<file path="config.mk">
export PLATFORM = sky130hd
export DESIGN_NAME = button_debounce_press_events_unit
export DESIGN_NICKNAME = d
export VERILOG_FILES = /design/src/sv/bdpe_pkg.sv /design/src/sv/bdpe_core.sv /design/src/sv/button_debounce_press_events_unit.sv
export VERILOG_INCLUDE_DIRS = /design/src /design/src/sv
export SDC_FILE = /design/constraint.sdc
export NUM_CORES = 1
export LEC_CHECK = 0
export BUFFER_PORTS_ARGS = -buffer_cell sky130_fd_sc_hd__buf_4
export CELL_PAD_IN_SITES_DETAIL_PLACEMENT = 1
export CELL_PAD_IN_SITES_GLOBAL_PLACEMENT = 1
export CORE_MARGIN = 3
export CORE_UTILIZATION = 36
export DETAILED_ROUTE_END_ITERATION = 7
export PLACE_DENSITY_LB_ADDON = 0.25
export RECOVER_POWER = 50
export SKIP_LAST_GASP = 1
export SLEW_MARGIN = 10
export SYNTH_ARGS = -nofsm -noshare
export SYNTH_HDL_FRONTEND = slang
export SYNTH_SLANG_ARGS = --single-unit
</file>
<file path="constraint.sdc">
create_clock -name aclk -period 13.2 [get_ports aclk]
set_input_delay 0.66 -clock aclk [delete_from_list [all_inputs] [get_ports aclk]]
set_output_delay 0.66 -clock aclk [all_outputs]
set_load 0.03 [all_outputs]
</file>
<file path="src/sv/assert_macros.svh">
// Shared assertion macros for the debounce block.
`ifndef ASSERT_MACROS_SVH
`define ASSERT_MACROS_SVH

// Check a property on every rising clock edge, skipped while reset is held.
`define ASSERT_ALWAYS(label, clk, rst_n, prop) \
    label: assert property (@(posedge clk) disable iff (!rst_n) (prop)) \
        else $error("assertion failed");

// When ante holds, cons must hold on the same edge.
`define ASSERT_IMPLY(label, clk, rst_n, ante, cons) \
    label: assert property (@(posedge clk) disable iff (!rst_n) (ante) |-> (cons)) \
        else $error("implication failed");

`endif

</file>
<file path="src/sv/bdpe_pkg.sv">
package bdpe_pkg;

    localparam int CFG_W      = 16;
    localparam int CFG_ADDR_W = 8;

    localparam logic [CFG_ADDR_W-1:0] REG_DEBOUNCE  = 8'd0;
    localparam logic [CFG_ADDR_W-1:0] REG_SHORT_MAX = 8'd1;
    localparam logic [CFG_ADDR_W-1:0] REG_LONG      = 8'd2;
    localparam logic [CFG_ADDR_W-1:0] REG_REPEAT    = 8'd3;

    localparam logic [CFG_W-1:0] DEBOUNCE_RST  = 16'd15;
    localparam logic [CFG_W-1:0] SHORT_MAX_RST = 16'd1000;
    localparam logic [CFG_W-1:0] LONG_RST      = 16'd3000;
    localparam logic [CFG_W-1:0] REPEAT_RST    = 16'd200;

    typedef struct packed {
        logic [CFG_W-1:0] debounce_ticks;
        logic [CFG_W-1:0] short_max_ticks;
        logic [CFG_W-1:0] long_press_ticks;
        logic [CFG_W-1:0] repeat_ticks;
    } cfg_t;

    typedef struct packed {
        logic press_event;
        logic short_press_event;
        logic release_event;
        logic long_press_event;
        logic repeat_event;
        logic stable_out;
    } result_t;

endpackage

</file>
<file path="src/sv/bdpe_core.sv">
module bdpe_core #(
    parameter int TIMER_BITS = 16
) (
    input  logic             aclk,
    input  logic             aresetn,
    input  logic             step,
    input  logic             pin_level,
    input  bdpe_pkg::cfg_t   cfg,
    output bdpe_pkg::result_t result
);

    // compare width covers both the timers and the 16-bit settings
    localparam int CW = (TIMER_BITS > bdpe_pkg::CFG_W) ? TIMER_BITS : bdpe_pkg::CFG_W;

    logic                  raw_seen_reg,     raw_seen_next;
    logic                  settling_reg,     settling_next;
    logic [TIMER_BITS-1:0] settle_count_reg, settle_count_next;
    logic                  stable_reg,       stable_next;
    logic                  long_armed_reg,   long_armed_next;
    logic                  repeat_armed_reg, repeat_armed_next;
    logic [TIMER_BITS-1:0] press_reg,        press_next;
    logic [TIMER_BITS-1:0] repeat_reg,       repeat_next;

    logic                  changed, settling_1, fire, new_level;
    logic                  ev_press, ev_release, ev_short, ev_long, ev_repeat;
    logic                  long_arm_1, repeat_arm_1;
    logic [TIMER_BITS-1:0] settle_inc, press_inc, repeat_inc;
    logic [TIMER_BITS-1:0] settle_1, press_1, repeat_1;

    function automatic logic [TIMER_BITS-1:0] sat_inc(input logic [TIMER_BITS-1:0] v);
        sat_inc = (&v) ? v : v + 1'b1;
    endfunction

    always_comb begin
        settle_inc = sat_inc(settle_count_reg);
        press_inc  = sat_inc(press_reg);
        repeat_inc = sat_inc(repeat_reg);

        changed    = (pin_level != raw_seen_reg);
        settling_1 = settling_reg | changed;
        settle_1   = changed ? '0 : settle_inc;

        fire       = settling_1 && (CW'(settle_1) >= CW'(cfg.debounce_ticks));
        new_level  = fire && (pin_level != stable_reg);
        ev_press   = new_level && !pin_level;
        ev_release = new_level && pin_level;
        ev_short   = ev_release && (CW'(press_inc) <= CW'(cfg.short_max_ticks));

        long_arm_1   = ev_press ? 1'b1 : (ev_release ? 1'b0 : long_armed_reg);
        repeat_arm_1 = ev_press ? 1'b1 : (ev_release ? 1'b0 : repeat_armed_reg);
        press_1      = ev_press ? '0 : press_inc;
        repeat_1     = ev_press ? '0 : repeat_inc;

        ev_long   = long_arm_1 && (CW'(press_1) >= CW'(cfg.long_press_ticks));
        ev_repeat = repeat_arm_1 && (CW'(repeat_1) >= CW'(cfg.repeat_ticks));

        raw_seen_next     = pin_level;
        settling_next     = settling_1 & ~fire;
        settle_count_next = settle_1;
        stable_next       = fire ? pin_level : stable_reg;
        long_armed_next   = long_arm_1 & ~ev_long;
        repeat_armed_next = repeat_arm_1;
        press_next        = press_1;
        repeat_next       = ev_repeat ? '0 : repeat_1;

        result.press_event       = ev_press;
        result.short_press_event = ev_short;
        result.release_event     = ev_release;
        result.long_press_event  = ev_long;
        result.repeat_event      = ev_repeat;
        result.stable_out        = stable_next;
    end

    always_ff @(posedge aclk) begin
        if (!aresetn) begin
            raw_seen_reg     <= 1'b1;
            settling_reg     <= 1'b0;
            settle_count_reg <= '0;
            stable_reg       <= 1'b1;
            long_armed_reg   <= 1'b0;
            repeat_armed_reg <= 1'b0;
            press_reg        <= '0;
            repeat_reg       <= '0;
        end else if (step) begin
            raw_seen_reg     <= raw_seen_next;
            settling_reg     <= settling_next;
            settle_count_reg <= settle_count_next;
            stable_reg       <= stable_next;
            long_armed_reg   <= long_armed_next;
            repeat_armed_reg <= repeat_armed_next;
            press_reg        <= press_next;
            repeat_reg       <= repeat_next;
        end
    end

endmodule

</file>
<file path="src/sv/button_debounce_press_events_unit.sv">
// Button debouncer with press, release, short-press, long-press and repeat events.
// Input channel (s_*): one raw active-low button sample per beat, one beat per
//   millisecond tick; every accepted beat yields exactly one result beat.
// Result channel (m_*): the event flags of that tick plus the debounced level.
// Config channel (cfg_*): always ready; index 0 debounce, 1 short limit,
//   2 long-press time, 3 repeat period; other indexes are dropped. Write only
//   while no result is outstanding.
// Each result is registered and presented on the cycle after its beat is accepted.
// Throughput: one beat per cycle. The whole step (timer increments, settle check,
//   event compares) is one pass of logic between the sample port and the
//   result register, so the only limit is the result register handshake.
// Stall: s_ready follows m_ready while a result is held; the block advances its
//   state only on an accepted beat, so a stalled receiver simply holds it.
// Reset (aresetn low, synchronous): the result register empties, the button is
//   taken as released, all timers and arming flags clear, and the settings
//   return to 15 / 1000 / 3000 / 200 ticks.
// TIMER_BITS sets the width of the saturating tick timers.
`include "assert_macros.svh"

module button_debounce_press_events_unit #(
    parameter int TIMER_BITS = 16
) (
    input  logic                             aclk,
    input  logic                             aresetn,

    input  logic                             s_valid,
    output logic                             s_ready,
    input  logic                             s_pin_level,

    output logic                             m_valid,
    input  logic                             m_ready,
    output logic                             m_press_event,
    output logic                             m_short_press_event,
    output logic                             m_release_event,
    output logic                             m_long_press_event,
    output logic                             m_repeat_event,
    output logic                             m_stable_out,

    input  logic                             cfg_valid,
    output logic                             cfg_ready,
    input  logic [bdpe_pkg::CFG_ADDR_W-1:0]  cfg_addr,
    input  logic [bdpe_pkg::CFG_W-1:0]       cfg_wdata
);

    bdpe_pkg::cfg_t    cfg_reg;
    bdpe_pkg::result_t step_result;
    bdpe_pkg::result_t out_reg;
    logic              m_valid_reg, m_valid_next;
    logic              accept;

    // Settings port never stalls.
    assign cfg_ready = 1'b1;

    always_ff @(posedge aclk) begin
        if (!aresetn) begin
            cfg_reg.debounce_ticks   <= bdpe_pkg::DEBOUNCE_RST;
            cfg_reg.short_max_ticks  <= bdpe_pkg::SHORT_MAX_RST;
            cfg_reg.long_press_ticks <= bdpe_pkg::LONG_RST;
            cfg_reg.repeat_ticks     <= bdpe_pkg::REPEAT_RST;
        end else if (cfg_valid) begin
            unique case (cfg_addr)
                bdpe_pkg::REG_DEBOUNCE:  cfg_reg.debounce_ticks   <= cfg_wdata;
                bdpe_pkg::REG_SHORT_MAX: cfg_reg.short_max_ticks  <= cfg_wdata;
                bdpe_pkg::REG_LONG:      cfg_reg.long_press_ticks <= cfg_wdata;
                bdpe_pkg::REG_REPEAT:    cfg_reg.repeat_ticks     <= cfg_wdata;
                default: ; // drop writes to unknown indexes
            endcase
        end
    end

    // Take a new sample whenever the result register is empty or being drained.
    assign s_ready = !m_valid_reg || m_ready;
    assign accept  = s_valid && s_ready;

    bdpe_core #(
        .TIMER_BITS (TIMER_BITS)
    ) u_core (
        .aclk      (aclk),
        .aresetn   (aresetn),
        .step      (accept),
        .pin_level (s_pin_level),
        .cfg       (cfg_reg),
        .result    (step_result)
    );

    // Result register: fill on accept, empty when the receiver takes the beat.
    always_comb begin
        m_valid_next = m_valid_reg;
        if (accept) begin
            m_valid_next = 1'b1;
        end else if (m_ready) begin
            m_valid_next = 1'b0;
        end
    end

    always_ff @(posedge aclk) begin
        if (!aresetn) begin
            m_valid_reg <= 1'b0;
        end else begin
            m_valid_reg <= m_valid_next;
        end
    end

    // Payload holds until the next accepted beat; no reset needed.
    always_ff @(posedge aclk) begin
        if (accept) begin
            out_reg <= step_result;
        end
    end

    assign m_valid             = m_valid_reg;
    assign m_press_event       = out_reg.press_event;
    assign m_short_press_event = out_reg.short_press_event;
    assign m_release_event     = out_reg.release_event;
    assign m_long_press_event  = out_reg.long_press_event;
    assign m_repeat_event      = out_reg.repeat_event;
    assign m_stable_out        = out_reg.stable_out;

    // A press and a release can never resolve on the same tick.
    `ASSERT_ALWAYS(a_no_press_and_release, aclk, aresetn,
        !(m_valid && m_press_event && m_release_event))
    // A press event leaves the debounced level at pressed.
    `ASSERT_IMPLY(a_press_level, aclk, aresetn, m_valid && m_press_event, !m_stable_out)
    // A release event leaves the debounced level at released.
    `ASSERT_IMPLY(a_release_level, aclk, aresetn, m_valid && m_release_event, m_stable_out)
    // A short press is only ever reported together with its release.
    `ASSERT_IMPLY(a_short_with_release, aclk, aresetn,
        m_valid && m_short_press_event, m_release_event)

endmodule
</file>
=== After elaboration in Yosys (flattened, before gate mapping) ===
Cells that the tools add are included.

* Add/sub/neg operators: 3
* Order comparisons: 4
* Equal/unequal tests: 5
* Muxes and demuxes: 14
* Bitwise gates (word level): 5
* Reductions and logical operators: 20

{| class="wikitable"
|+ Operators with widths
! operator !! count
|-
| 16-bit two-way mux || 7
|-
| 16-bit by 1-bit adder with 16-bit output, second input constant || 3
|-
| 16-bit >= comparator || 3
|-
| 16-bit AND reduction || 3
|-
| 8-bit by 2-bit equality test with 1-bit output, second input constant || 2
|-
| 16-bit <= comparator || 1
|-
| 8-bit by 1-bit equality test with 1-bit output, second input constant || 1
|-
| 1-bit logical AND || 8
|-
| 8-bit logical NOT || 1
|-
| 2-bit AND reduction || 4
|-
| 1-bit two-way mux || 7
|-
| 1-bit AND || 2
|-
| 1-bit logical NOT || 2
|-
| 1-bit != test || 2
|-
| 1-bit inverter || 2
|-
| 2-bit nonzero test || 1
|-
| 1-bit logical OR || 1
|-
| 1-bit OR || 1
|}

* Register bits: 124
* Input port bits: 30

=== Depth between registers and ports, before layout ===
Gate-level depths: netlist of run 1.

* Depth after elaboration: 12
* Mapped depth: 26

=== Modules after synthesis ===
Synthesis of run 1 repeated with hierarchy kept, for this count alone.

* Cell total of the unflattened synthesis: 956
* Area total of the unflattened synthesis: 7910.1 µm²

{| class="wikitable"
|+ Modules (own cells, without submodules)
! module !! instances !! cells each !! area each (µm²)
|-
| bdpe_core || 1 || 702 || 5119.9
|-
| button_debounce_press_events_unit || 1 || 254 || 2790.2
|}

=== Worst setup path after synthesis of run 1 ===
No wires, ideal clock.

* Kind: register to register
* Start: register u_core.settle_count_reg[6]
* End: register u_core.repeat_reg[7]
* Setup time: 0.122 ns
* Arrival: 4.905 ns
* Required time: 13.078 ns
* Setup slack: 8.173 ns
* Stages on the path, launching flop included: 26
* Clock period less this slack: 5.027 ns
* Cells stage by stage: dfxtp_1 > buf_2 > and4_1 > nand4_1 > nor3_2 > nor2_1 > xnor2_1 > nor2_1 > ha_1 > nand4_1 > nor2_1 > a211oi_2 > o211ai_2 > nand2_1 > clkinv_1 > clkbuf_1 > nor2_1 > ha_1 > and4_1 > o2bb2ai_1 > a311oi_1 > nor3_1 > a2bb2oi_1 > buf_2 > nor3_1 > a221o_1

* Cells in the longest elaborated chain, start to end: 11

{| class="wikitable"
|+ RTL lines
! what !! line !! RTL
|-
| from (decl) || bdpe_core.sv:17 || <nowiki>logic [TIMER_BITS-1:0] settle_count_reg, settle_count_next;</nowiki>
|-
| from (signal assigned) || bdpe_core.sv:87 || <nowiki>settle_count_reg <= settle_count_next;</nowiki>
|-
| 16-bit AND reduction (*) || bdpe_core.sv:31 || <nowiki>sat_inc = (&v) ? v : v + 1'b1;</nowiki>
|-
| 16-bit two-way mux (*) || bdpe_core.sv:31 ||
|-
| 16-bit two-way mux (*) || bdpe_core.sv:41 || <nowiki>settle_1 = changed ? '0 : settle_inc;</nowiki>
|-
| named net u_core.settle_1[5] || bdpe_core.sv:28 || <nowiki>logic [TIMER_BITS-1:0] settle_1, press_1, repeat_1;</nowiki>
|-
| 16-bit >= comparator (*) || bdpe_core.sv:43 || <nowiki>fire = settling_1 && (CW'(settle_1) >= CW'(cfg.debounce_ticks));</nowiki>
|-
| 1-bit logical AND (*) || bdpe_core.sv:43 ||
|-
| 1-bit logical AND (*) || bdpe_core.sv:44 || <nowiki>new_level = fire && (pin_level != stable_reg);</nowiki>
|-
| 1-bit logical AND, on equally long branches || bdpe_core.sv:45, bdpe_core.sv:46 ||
|-
| 16-bit two-way mux / 1-bit two-way mux (equally long branches) || bdpe_core.sv:52, bdpe_core.sv:50 ||
|-
| 16-bit >= comparator / 1-bit two-way mux (equally long branches) || bdpe_core.sv:55, bdpe_core.sv:50 ||
|-
| 1-bit logical AND || bdpe_core.sv:55 || <nowiki>ev_repeat = repeat_arm_1 && (CW'(repeat_1) >= CW'(cfg.repeat_ticks));</nowiki>
|-
| 16-bit two-way mux (*) || bdpe_core.sv:64 || <nowiki>repeat_next = ev_repeat ? '0 : repeat_1;</nowiki>
|-
| to (signal assigned) || bdpe_core.sv:92 || <nowiki>repeat_reg <= repeat_next;</nowiki>
|-
| to (decl) || bdpe_core.sv:22 || <nowiki>logic [TIMER_BITS-1:0] repeat_reg, repeat_next;</nowiki>
|}

The timed path passes the listed nets; every way through them passes the cells marked *.
A chain may end at the register's enable or synchronous reset.

=== Worst setup path in the final report of run 1 ===
* Start: register u_core.settle_count_reg[6]
* End: register u_core.repeat_reg[14]

The elaborated chain is that of the path after synthesis.

==> flow_summary.yaml, run 1 <==
outcome:
  status: "complete, but fails checks"
  violations: "capacitance limit, slew limit"
clocking:
  clkLatencyLatePin_ns: 0.43
  holdBufCountCts: 0
  cts_num_sinks: 124
  cts_tree: "done"
  clk_pin_slew_ns: 0.06
  cts.htree.levels: 4
  cts_buffers: 17
  cts_resized: 0
  root_buffer: "clkbuf_16"
  clk_path_buf_depth: 2
  cts_setup_buffers: 0
synth:
  synth_top_area_share_pct: 30.7
  synth-xor-area-share_pct: 3.30
  synth.distinct_cells: 76
  async_flop_share_pct: 0
  synth_compound_area_share_pct: 17.1
  synth_cells: 921
  synthTopCellsByArea: "dfxtp_1 31%, ha_1 11%, mux2i_1 6.5%, nand2_1 4.6%, inv_1 3.8%"
  synth_mux_area_share_pct: 6.98
  syn_area_per_cell_um2: 8.36
  synth_top_area_cell: "dfxtp_1"
  yosysSeqAreaShare_pct: 33.0
  synth-adder-area-share_pct: 10.9
  synth_top_family_by_area: "simple AND/OR/NAND/NOR gates"
  yosys_warnings: 0
  synth_area_um2: 7700
  yosys.area_share.simple_pct: 22.5
  synth_top_flop_cell: "dfxtp_1"
  ys_ff_latch: 124
  synth_edf_count: 6
  syn_nets: 1018
worst_setup_path:
  crit_arrival_ns: 7.33
  crit_slowest_cell: "clkinv_1"
  setup.worst_path.class: "reg -> reg"
  required_ns: 13.54
  cp-startpoint: "u_core.settle_count_reg[6]"
  critical_path.top_delay_family: "simple AND/OR/NAND/NOR gates"
  worst-path-max-fanout: 27
  regToRegSetupSlack_ns: 6.21
  cp-start-kind: "flop"
  slowest_delay_ns: 0.94
  cp.buffers_inverters: 1
  timing.rr.start: "u_core.settle_count_reg[6]"
  cpMostUsedCell: "nor2_1"
  path_cells: "and4_1 -> nand4_1 -> nor3_2 -> nor2_1 -> xnor2_1 -> nor2_1 -> ha_1 -> a211oi_1 -> nor2_1 -> a211oi_2 -> o211ai_2 -> nand2_1 -> clkinv_1 -> nor3_1 -> ha_1 -> a21oi_1 -> o21ai_0 -> a311oi_1 -> nor3_1 -> o2bb2ai_1 -> a31oi_1 -> a21oi_1"
  end_kind: "flop"
min_path:
  hp-start: "cfg_reg[17]"
  hold_path_class: "reg -> reg"
power_and_ir_drop:
  cellPowerDensity_nw_per_um2: 105
  vdd_drop_max_uv: 86.6
  p_leak_nw: 3.79
floorplanning:
  ios: 39
  die_area_um2: 23200
  start_util_pct: 37.4
  fp.dieW_um: 152
  die_h_um: 152
  rows: 52
  design.core.area_um2: 20600
routing:
  via_count: 6701
  wl_um: 22600
  first_iter_violations: 411
  routed_via_density: 5.46
  first_pass_iters: 5
  drc_errors: 0
  post_drt_wl_per_cell_um: 18.4
  antenna_left: 0
grt:
  grt_pass1_wl_um: 36600
  grt_overflow: 0
  grt_pass1_vias: 6637
  antenna_found_initial: 0
  grt_max_degree: 102
  grt_usage_pct: 19.6
cells_and_area:
  fin_util_pct: 42.4
  largest_reg_flops: 64
  layout-drive-gt1-share_pct: 9.40
  antennaDiodeCount: 0
  nets: 1041
  nFillCells: 2442
  area_growth_syn_to_layout_pct: 13.5
timing:
  fmax_mhz: 143
  finalHoldViolCount: 0
  rsz0062_at_grt: "false"
  setup_tns_ns: 0
  skew_ns: 0.0106
  setup_violations: 0
  worstMarginPinSlew_ns: 4.02
  relSlewSlack_pct: -168
  layout_min_cycle_time_ns: 6.99
  final.period_utilization_pct: 52.9
  slew_viol_final: 102
place:
  gp_congestion: 0.810
  io_buffers: 37
  dpl.hpwl_um: 16500
flow_run:
  drv_cap: 1
## kinds of logic after synthesis
kind of cell / Yosys count
muxes: 53
DFF: 124
buffers and inverters: 118
adders and majority gates: 67
and+or+nand+nor: 335
xor gates and xnor gates: 29
AOI/OAI and AO/OA: 194
other: 1
## cells in the mapped netlist, types with 5 or more instances
cell         n
a211oi_1     7
a21boi_0    15
a21o_1      11
a21oi_1     37
a221o_1      6
a31oi_1     14
and2_1      10
and3_1      11
and4_1       6
buf_2        9
clkbuf_1    26
dfxtp_1    118
edfxtp_1     6
ha_1        67
inv_1       77
mux2i_1     50
nand2_1     95
nand3_1     37
nand4_1     18
nor2_1      60
nor2b_1     45
nor3_1      14
nor4_1       8
o211ai_1    14
o21a_1       5
o21ai_0     39
o2bb2ai_1    5
o31ai_1      8
xnor2_1     13
xor2_1      16
## tightest hold or removal path: stages, from the launching register on
cell      delay, ns
dfxtp_1        0.31
nand2_1        0.05
a21boi_0       0.06
## cells in the final DEF, fill, tap and decap left out, types with 4 or more instances in the layout
cell	synthesis	final
and3_1	11	11
edfxtp_1	6	6
o31ai_1	8	8
o211ai_1	14	14
clkbuf_8	0	5
dfxtp_1	118	118
xor2_1	16	16
a21boi_0	15	15
nor2_1	60	60
inv_1	77	78
nand2_1	95	95
nor2b_1	45	45
and4_1	6	6
nand3_1	37	37
o21ai_0	39	39
a211oi_1	7	7
buf_4	2	32
nand4_1	18	18
a21oi_1	37	37
nor3_2	4	4
a31oi_1	14	14
nor4_1	8	8
clkbuf_16	0	19
nor3_1	14	14
a21o_1	11	11
a221o_1	6	6
clkbuf_1	26	11
o21a_1	5	5
xnor2_1	13	13
o2bb2ai_1	5	5
and2_1	10	10
mux2i_1	50	50
ha_1	67	67
a22o_1	4	4
## path summary, 6_finish.rpt
kind | end | depth (start not counted)
worst max register to register | u_core.repeat_reg[14] | 22
worst max-delay path | u_core.repeat_reg[14] | 22
worst min-delay path | cfg_reg[17] | 2
worst min register to register | cfg_reg[17] | 2
## metrics by stage
stage          setup slack (ns)  instances  power, mW  hold slack, ns  area (um2)
2_1_floorplan              8.17        921      0.428           0.443        7700
3_3_place_gp               6.63       1195      0.455           0.454        8190
3_5_place_dp               6.33       1195      0.455           0.460        8190
4_1_cts                    6.28       1227      0.929           0.469        8780
5_1_grt                    5.49       1227      0.952           0.489        8750
6_report                   6.21       1227      0.918           0.467        8750
## where the power goes
part | internal, mW | leakage [nW] | switching, mW
registers | 0.381 | 1.01 | 0.00341
clock network | 0.288 | 0.296 | 0.184
logic | 0.0238 | 2.49 | 0.0388
total | 0.692 | 3.79 | 0.226
## metal layers
layer	vias up	global-route usage [%]	routed length [um]
met5	-	0	0
met4	0	5.18	244
met3	21	3.44	721
met2	85	30.4	10200
met1	3288	28.2	11400
li1	3307	-	-
## layout make-up
type                    instances  area [um2]  area share, %
multi-input cells             679        4690           53.6
flip-flops and latches        124        2540           29.1
clock buffers                  25         548           6.27
well taps                     270         338           3.86
inverters                      79         297           3.39
repair buffers                 43         285           3.26
clock inverters                 7        47.5          0.544
No activity file was read; power rests on OpenSTA's default activity.
==> run 2, diff against run 1 <==
- clock period: 13.2 -> 7 ns (I/O delays scaled with it)
==> run 2 against run 1 <==
Compared with the run above:
- the flow still finishes with violations (capacitance limit, slew limit)
- routed wire length fell by 0.40%
- clock power rose by 97%
- setup slack got worse by 5.5 ns
- non-clock buffer count rose by 2
- die area did not move
- maximum frequency rose by 12%
- total power rose by 93%
- cell area rose by 0.37%
==> flow_summary.yaml, run 2 (synthesis results as in run 1) <==
clocking:
  cts_buffers: 17
  cts_setup_buffers: 0
  cts_num_sinks: 124
  clkLatencyLatePin_ns: 0.43
  clk_pin_slew_ns: 0.06
  cts_resized: 0
  root_buffer: "clkbuf_16"
  cts.htree.levels: 4
  cts_tree: "done"
  clk_path_buf_depth: 2
  holdBufCountCts: 0
outcome:
  status: "complete, but fails checks"
  violations: "capacitance limit, slew limit"
worst_setup_path:
  crit_arrival_ns: 6.61
  worst-path-max-fanout: 19
  crit_slowest_cell: "nor3_2"
  required_ns: 7.37
  slowest_delay_ns: 0.50
  cp-start-kind: "flop"
  end_kind: "flop"
  setup.worst_path.class: "reg -> reg"
  cpMostUsedCell: "nor2_1"
  path_cells: "and4_1 -> nand4_1 -> nor3_2 -> nor2_1 -> xnor2_1 -> nor2_1 -> ha_1 -> a211oi_1 -> nor2_1 -> a211oi_2 -> o211ai_2 -> nand2_1 -> buf_4 -> clkinv_1 -> nor3_1 -> ha_1 -> a21oi_1 -> o21ai_0 -> a311oi_1 -> nor3_1 -> a2bb2oi_1 -> buf_4 -> nor2_2 -> a32o_1"
timing:
  rsz0062_at_grt: "false"
  holdWs_ns: 0.197
  setup_tns_ns: 0
  fmax_mhz: 160
  final.period_utilization_pct: 89.2
  slew_viol_final: 102
  skew_ns: 0.00681
  finalHoldViolCount: 0
  relSlewSlack_pct: -173
  worstMarginPinSlew_ns: 4.09
  setup_violations: 0
  layout_min_cycle_time_ns: 6.24
floorplanning:
  ios: 39
  fp.dieW_um: 152
  start_util_pct: 37.4
  die_h_um: 152
  rows: 52
  die_area_um2: 23200
  design.core.area_um2: 20600
cells_and_area:
  antennaDiodeCount: 0
  nFillCells: 2441
  area_growth_syn_to_layout_pct: 14.0
  final_cell_mix: "118 x dfxtp_1, 95 x nand2_1, 78 x inv_1"
  largest_reg_flops: 64
  layout-drive-gt1-share_pct: 9.28
  nets: 1043
  layout_commonest_cell: "dfxtp_1"
flow_run:
  drv_cap: 1
place:
  dpl.hpwl_um: 16600
  io_buffers: 37
  gp_congestion: 0.785
grt:
  grt_max_degree: 102
  grt_pass1_vias: 6589
  grt_pass1_wl_um: 36100
  grt_overflow: 0
  grt_usage_pct: 19.4
  antenna_found_initial: 0
routing:
  drc_errors: 0
  first_pass_iters: 4
  routed_via_density: 5.40
  via_count: 6635
  first_iter_violations: 327
  antenna_left: 0
  post_drt_wl_per_cell_um: 18.3
  wl_um: 22500
power_and_ir_drop:
  vdd_drop_max_uv: 179
  p_leak_nw: 3.80
  cellPowerDensity_nw_per_um2: 202
min_path:
  hold_path_class: "in -> reg"
## run 2: cell types whose count changed in the layout (fill, tap and decap cells not counted), sizes merged
| cell | before | now |
|---|---|---|
| clkinv | 5 | 3 |
| buf | 32 | 35 |
| bufinv | 0 | 3 |
| inv | 80 | 78 |
## run 2: critical path, delay by kind of cell (launching register included)
kind / cells / cell delay [ns]
and+or+nand+nor: 10 / 2.41
AOI/OAI and AO/OA: 8 / 1.65
buffers and inverters: 3 / 0.94
xor gates and xnor gates: 1 / 0.16
DFF: 1 / 0.46
adders and majority gates: 2 / 0.58
## run 2: power by group
group / total (mW) / switching (mW) / internal (mW)
Clock: 0.929 / 0.332 / 0.597
Combinational: 0.119 / 0.0740 / 0.0448
Sequential: 0.724 / 0.00621 / 0.718
## run 2: metrics by stage
stage / area (um2) / util [%] / std cells / power (mW) / setup slack, ns
after floorplan: 7700 / - / 921 / 0.807 / 1.97
after global placement: 8200 / 39.8 / 1197 / 0.857 / 1.07
after detailed placement: 8200 / 39.8 / 1197 / 0.859 / 0.827
after CTS: 8810 / 42.7 / 1229 / 1.79 / 0.755
after global routing: 8780 / 42.6 / 1229 / 1.83 / 0.0158
final: 8780 / 42.6 / 1229 / 1.77 / 0.758
## run 2: layout make-up
class / instances / area (um2) / share of cell area, %
multi-input combinational: 679 / 4700 / 53.5
sequential: 124 / 2540 / 29.0
clock buffer: 26 / 499 / 5.69
tap: 270 / 338 / 3.85
timing repair buffer: 45 / 300 / 3.42
inverter: 79 / 297 / 3.38
clock inverter: 6 / 108 / 1.23
## run 2: layer usage
metal,global-route usage [%],up-vias,part of all wire [%]
li1,-,3306,-
met1,28.3,3216,52
met2,29.7,87,44
met3,3.27,26,2.8
met4,5.05,0,1.6
met5,0,-,0
## run 2: worst paths after layout
| kind | from | endpoint | slack [ns] | depth (start not counted) |
|---|---|---|---|---|
| setup reg to reg | u_core.settle_count_reg[6] | u_core.repeat_reg[1] | 0.76 | 24 |
| hold reg to reg | cfg_reg[38] | cfg_reg[38] | 0.47 | 2 |
| hold / removal | cfg_wdata[8] | cfg_reg[40] | 0.20 | 3 |
| setup / recovery | u_core.settle_count_reg[6] | u_core.repeat_reg[1] | 0.76 | 24 |
